`src/hdl/gss_pkg.sv`:
```
// Shared types, constants and tables for the golden-section minimum search.
`timescale 1ns / 1ps

package gss_pkg;

    localparam int CORDIC_STAGES = 24;
    localparam int FRACTION_BITS = 24;

    // Shift that takes 10*|x| from the input format to a Q30 angle.
    localparam int ANG_SHIFT = 30 - FRACTION_BITS;
    // |x| <= 2^31, times 10 < 2^35, then shifted into Q30.
    localparam int ANG_W     = 36 + ANG_SHIFT;
    // 2*pi in Q30 is at least 2^32, so the quotient has at most ANG_W-32 bits.
    localparam int MOD_STEPS = ANG_W - 32;
    localparam int CNT_W     = 5;

    localparam logic [31:0]        GOLD_R      = 32'h9E3779B9;
    localparam logic [ANG_W-1:0]   TWO_PI_ANG  = ANG_W'(64'd6746518852);
    localparam logic signed [33:0] TWO_PI_Q30  = 34'sd6746518852;
    localparam logic signed [33:0] PI_Q30      = 34'sd3373259426;
    localparam logic signed [33:0] HALF_PI_Q30 = 34'sd1686629713;
    localparam logic signed [33:0] GAIN_Q30    = 34'sd652032874;

    localparam logic [CNT_W-1:0] MOD_LAST = CNT_W'(MOD_STEPS - 1);
    localparam logic [CNT_W-1:0] ROT_LAST = CNT_W'(CORDIC_STAGES - 1);

    typedef enum logic [1:0] {
        CFG_TOLERANCE  = 2'd0,
        CFG_ITER_LIMIT = 2'd1
    } cfg_index_t;

    typedef enum logic [3:0] {
        ST_IDLE,
        ST_CHECK,
        ST_MUL,
        ST_PROBE,
        ST_LOAD,
        ST_MOD,
        ST_FOLD,
        ST_ROT,
        ST_PROD,
        ST_UPDATE,
        ST_FINISH
    } state_t;

    typedef struct packed {
        logic             load;
        logic             mul;
        logic             probe;
        logic             eval_load;
        logic             probe_sel;
        logic             mod_step;
        logic             fold;
        logic             rot_step;
        logic             prod;
        logic             save_up;
        logic             update;
        logic             emit;
        logic             limit_flag;
        logic [CNT_W-1:0] step_idx;
    } gss_cmd_t;

    typedef struct packed {
        logic wide;
        logic at_limit;
    } gss_status_t;

    function automatic logic [31:0] atan_at(input logic [CNT_W-1:0] idx);
        logic [31:0] r;
        case (idx)
            5'd0:  r = 32'h3243F6A8;
            5'd1:  r = 32'h1DAC6705;
            5'd2:  r = 32'h0FADBAFC;
            5'd3:  r = 32'h07F56EA6;
            5'd4:  r = 32'h03FEAB76;
            5'd5:  r = 32'h01FFD55B;
            5'd6:  r = 32'h00FFFAAA;
            5'd7:  r = 32'h007FFF55;
            5'd8:  r = 32'h003FFFEA;
            5'd9:  r = 32'h001FFFFD;
            5'd10: r = 32'h000FFFFF;
            5'd11: r = 32'h0007FFFF;
            5'd12: r = 32'h0003FFFF;
            5'd13: r = 32'h0001FFFF;
            5'd14: r = 32'h0000FFFF;
            5'd15: r = 32'h00007FFF;
            5'd16: r = 32'h00003FFF;
            5'd17: r = 32'h00001FFF;
            5'd18: r = 32'h00000FFF;
            5'd19: r = 32'h000007FF;
            5'd20: r = 32'h000003FF;
            5'd21: r = 32'h000001FF;
            5'd22: r = 32'h000000FF;
            5'd23: r = 32'h0000007F;
            5'd24: r = 32'h0000003F;
            5'd25: r = 32'h0000001F;
            5'd26: r = 32'h0000000F;
            5'd27: r = 32'h00000008;
            5'd28: r = 32'h00000004;
            5'd29: r = 32'h00000002;
            5'd30: r = 32'h00000001;
            default: r = 32'h00000000;
        endcase
        return r;
    endfunction

endpackage

```
`src/hdl/gss_control.sv`:
```
// Sequencer for the narrowing steps and the two objective evaluations per step.
`timescale 1ns / 1ps

module gss_control
    import gss_pkg::*;
(
    input  logic        clk,
    input  logic        rst_n,
    input  logic        in_valid,
    output logic        in_stall,
    output logic        out_valid,
    input  logic        out_stall,
    input  gss_status_t status,
    output gss_cmd_t    cmd
);

    state_t           state_reg, state_next;
    logic [CNT_W-1:0] cnt_reg, cnt_next;
    logic             sel_reg, sel_next;
    logic             lim_reg, lim_next;
    logic             out_valid_reg, out_valid_next;

    always_ff @(posedge clk or negedge rst_n)
    begin
        if (!rst_n)
        begin
            state_reg     <= ST_IDLE;
            cnt_reg       <= '0;
            sel_reg       <= 1'b0;
            lim_reg       <= 1'b0;
            out_valid_reg <= 1'b0;
        end
        else
        begin
            state_reg     <= state_next;
            cnt_reg       <= cnt_next;
            sel_reg       <= sel_next;
            lim_reg       <= lim_next;
            out_valid_reg <= out_valid_next;
        end
    end

    always_comb
    begin
        state_next     = state_reg;
        cnt_next       = cnt_reg;
        sel_next       = sel_reg;
        lim_next       = lim_reg;
        out_valid_next = out_valid_reg && out_stall;
        cmd            = '0;
        cmd.probe_sel  = sel_reg;
        cmd.step_idx   = cnt_reg;
        cmd.limit_flag = lim_reg;
        unique case (state_reg)
            ST_IDLE:
            begin
                if (in_valid)
                begin
                    cmd.load   = 1'b1;
                    state_next = ST_CHECK;
                end
            end
            ST_CHECK:
            begin
                if (!status.wide)
                begin
                    lim_next   = 1'b0;
                    state_next = ST_FINISH;
                end
                else if (status.at_limit)
                begin
                    lim_next   = 1'b1;
                    state_next = ST_FINISH;
                end
                else
                    state_next = ST_MUL;
            end
            ST_MUL:
            begin
                cmd.mul    = 1'b1;
                state_next = ST_PROBE;
            end
            ST_PROBE:
            begin
                cmd.probe  = 1'b1;
                sel_next   = 1'b0;
                state_next = ST_LOAD;
            end
            ST_LOAD:
            begin
                cmd.eval_load = 1'b1;
                cnt_next      = MOD_LAST;
                state_next    = ST_MOD;
            end
            ST_MOD:
            begin
                // Restoring reduction, highest multiple of 2*pi first.
                cmd.mod_step = 1'b1;
                if (cnt_reg == '0)
                    state_next = ST_FOLD;
                else
                    cnt_next = cnt_reg - 1'b1;
            end
            ST_FOLD:
            begin
                cmd.fold   = 1'b1;
                cnt_next   = '0;
                state_next = ST_ROT;
            end
            ST_ROT:
            begin
                cmd.rot_step = 1'b1;
                if (cnt_reg == ROT_LAST)
                    state_next = ST_PROD;
                else
                    cnt_next = cnt_reg + 1'b1;
            end
            ST_PROD:
            begin
                cmd.prod = 1'b1;
                if (!sel_reg)
                begin
                    sel_next   = 1'b1;
                    state_next = ST_LOAD;
                end
                else
                    state_next = ST_UPDATE;
            end
            ST_UPDATE:
            begin
                cmd.update = 1'b1;
                state_next = ST_CHECK;
            end
            ST_FINISH:
            begin
                // Hold until the output register is free.
                if (!out_valid_reg || !out_stall)
                begin
                    cmd.emit       = 1'b1;
                    out_valid_next = 1'b1;
                    state_next     = ST_IDLE;
                end
            end
            default:
                state_next = ST_IDLE;
        endcase
        // The upper-probe product is kept while the lower probe is loaded.
        if (state_reg == ST_LOAD && sel_reg)
            cmd.save_up = 1'b1;
    end

    assign in_stall  = (state_reg != ST_IDLE);
    assign out_valid = out_valid_reg;

endmodule

```
`config.mk`:
```
export PLATFORM = sky130hd
export DESIGN_NAME = gss_control
export DESIGN_NICKNAME = d
export VERILOG_FILES = /design/src/hdl/gss_pkg.sv /design/src/hdl/gss_control.sv
export SDC_FILE = /design/constraint.sdc
export NUM_CORES = 1
export LEC_CHECK = 0
export BUFFER_PORTS_ARGS = -buffer_cell sky130_fd_sc_hd__buf_2
export CORE_ASPECT_RATIO = 0.8
export CORE_UTILIZATION = 50
export CTS_CLUSTER_DIAMETER = 120
export CTS_CLUSTER_SIZE = 20
export DETAILED_ROUTE_END_ITERATION = 16
export PLACE_DENSITY_LB_ADDON = 0.3
export SETUP_SLACK_MARGIN = 0.1
export SLEW_MARGIN = 20
export SYNTH_ARGS = -nofsm -noshare
export SYNTH_HDL_FRONTEND = slang
export SYNTH_SLANG_ARGS = --single-unit
```
`constraint.sdc`:
```
create_clock -name clk -period 2.3 [get_ports clk]
set_input_delay 0.115 -clock clk [delete_from_list [all_inputs] [get_ports clk]]
set_output_delay 0.115 -clock clk [all_outputs]
set_load 0.005 [all_outputs]
```
==> results.json <==
{
  "rows": 13,
  "synth_cell_types": 43,
  "maxCapViolCount": 0,
  "crit_chain": "nand4b_1, ha_1, a21oi_1, nand3_1, a2111oi_2, nand2b_1",
  "synth_area_leader_cell": "dfrtp_1",
  "cp-end-kind": "flop",
  "setup_ws_ns": 0.244,
  "crit_family": "simple AND/OR/NAND/NOR gates",
  "worstReg2RegStart": "state_reg[3]$_DFFE_PN0P_",
  "tns_ns": 0,
  "port_buffers": 25,
  "die_y_um": 41.3,
  "switchingPower_mw": 0.810,
  "ios": 26,
  "drtIter0Drc": 22,
  "postCtsSetupBuffers": 0,
  "yosysMostFrequentCell": "nand2_1",
  "critPathLaunchType": "flop",
  "crit_start": "state_reg[3]$_DFFE_PN0P_",
  "synth_area_leaders": "dfrtp_1, nand2_1, ha_1, nor2_1, nand2b_1",
  "fp.dieW_um": 51.1,
  "critPathCapture": "cnt_reg[4]$_DFFE_PN0P_",
  "synth_ff_type": "dfrtp_1",
  "p_sw_share_pct": 47.4,
  "crit_fanout": 5,
  "die-area_um2": 2110,
  "power_density_nw_per_um2": 1500,
  "rrSetupSlack_ns": 0.24,
  "antennaDiodeCount": 0,
  "clk_pin_slew_ns": 0.08,
  "final_util_pct": 66.8,
  "cts_max_level": 1,
  "syn-num-nets": 120,
  "antenna_found_initial": 0,
  "fmax_ghz": 0.486,
  "ys_async_sr_fraction_pct": 100,
  "gp_congestion": 0.819,
  "cp_num_cells": 6,
  "outcome": "complete, no violations",
  "worst-setup-path-type": "reg2reg",
  "hold_buffers": 1,
  "wl_mm": 2.45,
  "cts_root_buffer": "clkbuf_4",
  "viasPerCell": 5.94,
  "yosysSeqAreaShare_pct": 31.1,
  "synth_area_um2": 965,
  "max_stage_delay_ns": 0.44,
  "ys_top_cells_by_count": "nand2_1, dfrtp_1, nor2_1",
  "grtUsageTotal_pct": 27.3,
  "numCtsBuffers": 3,
  "num_vias": 939,
  "slew_viol_final": 0,
  "worst_ep_required_time_ns": 2.53,
  "cts_resized": 0,
  "drc_errors": 0,
  "first_pass_iters": 4,
  "pwr-share-seq_pct": 24.1,
  "core-area_um2": 1710,
  "overflow": 0,
  "grt_max_degree": 21,
  "ys_warn_count": 0,
  "cpMaxStageDelayCell": "ha_1",
  "clockBufferDepth": 2,
  "fin_skew_ns": 0.00106,
  "ir_worst_vdd_mv": 0.805,
  "clkPwrFrac_pct": 10.2,
  "intPower_mw": 0.897,
  "synthCells": 110,
  "reg2reg_depth": 6,
  "largest_reg_flops": 5,
  "clock-sinks": 12,
  "drtAntennaViolNets": 0,
  "hold_class": "in2reg",
  "period_needed_ns": 2.06,
  "pre_cts_ws_ns": 0.302,
  "dpl.hpwl_mm": 1.84,
  "area_growth_pct": 18.3,
  "max_slew.worst_pin.slew_ns": 0.410,
  "wire_per_inst_um": 15.5,
  "start_util_pct": 56.5,
  "power_frac_comb_pct": 65.7,
  "yosys.area.top_type_share_pct": 31.1,
  "cts_tree": "done",
  "synth-seq-cells": 12,
  "clock_latency_ns": 0.28,
  "timing.slew.headroom_pct": 72.7,
  "synth_edf_count": 0,
  "leakage_nw": 0.571,
  "drive_above_1_share_pct": 30.9,
  "cp_num_buf_inv": 0,
  "worstPathArrival_ns": 2.28,
  "setup_violations": 0,
  "avgSynthCellArea_um2": 8.77,
  "first_global_vias": 839,
  "r2r-end": "cnt_reg[4]$_DFFE_PN0P_",
  "grt_pass1_wl_mm": 3.96,
  "finalCritPeriodShare_pct": 89.4,
  "rsz0062_at_grt": "false",
  "hold_viol_final": 0,
  "final_nets": 147
}
[worst min-delay path, stage by stage]
cell	delay [ns]
buf_2	0.10
nor4_1	0.05
nor2_1	0.07
[layout make-up]
type                       count  area [um2]
multi-input combinational     83         582
fill                         153         567
sequential                    12         300
timing repair buffer          31         173
clock buffer                   4        36.3
tap                           22        27.5
inverter                       6        22.5
[worst min-delay path by stage]
stage,from,endpoint,slack (ns),depth (start not counted)
after floorplan,rst_n,cnt_reg[0]$_DFFE_PN0P_,-0.18,0
after global placement,rst_n,lim_reg$_DFFE_PN0P_,0.008,1
after detailed placement,rst_n,out_valid$_DFF_PN0_,0.02,1
after CTS,status[1],lim_reg$_DFFE_PN0P_,0.08,3
after global routing,status[1],lim_reg$_DFFE_PN0P_,0.12,3
final,status[1],lim_reg$_DFFE_PN0P_,0.09,3
[per-layer routing]
| metal | vias up | part of all wire (%) | GRT usage [%] |
|---|---|---|---|
| li1 | 449 | - | - |
| met5 | - | 0 | 0 |
| met1 | 453 | 45 | 33.6 |
| met2 | 33 | 48 | 46.7 |
| met4 | 0 | 1.1 | 9.72 |
| met3 | 4 | 5.9 | 7.78 |
[cell usage in the layout (no fill, tap or decap), drive strengths merged, types with 3 or more instances in the layout]
master	Yosys	routed
a21oi	5	5
dfrtp	12	12
o21ai	5	5
clkbuf	1	4
a21o	3	3
nor2	10	10
inv	6	6
nor3	4	4
o22ai	3	3
nand2	13	13
nand2b	5	5
buf	8	30
ha	3	3
[power groups by stage]
stage,registers [mW],logic (mW),clock network [mW]
global placement,0.408,1.06,0
CTS,0.411,1.12,0.179
global route,0.432,1.25,0.186
finish,0.411,1.12,0.175
floorplan,0.408,0.826,0
detailed placement,0.415,1.11,0
[stage by stage]
| stage | total power, mW | hold WS, ns | cell area [um2] | cells |
|---|---|---|---|---|
| after floorplan | 1.23 | -0.181 | 965 | 110 |
| final | 1.71 | 0.0857 | 1140 | 158 |
| after global routing | 1.86 | 0.124 | 1140 | 158 |
| after global placement | 1.47 | 0.00834 | 1090 | 153 |
| after CTS | 1.71 | 0.0777 | 1140 | 158 |
| after detailed placement | 1.53 | 0.0151 | 1090 | 153 |
[kinds of logic after synthesis]
kind of cell | after synthesis | share of synthesized area [%]
AOI/OAI and AO/OA | 27 | 21.4
xor gates and xnor gates | 2 | 1.82
DFF | 12 | 31.1
adders and majority gates | 4 | 5.97
and+or+nand+nor | 49 | 30.0
buffers and inverters | 15 | 8.56
muxes | 1 | 1.17
(Power assumes the default switching activity.)
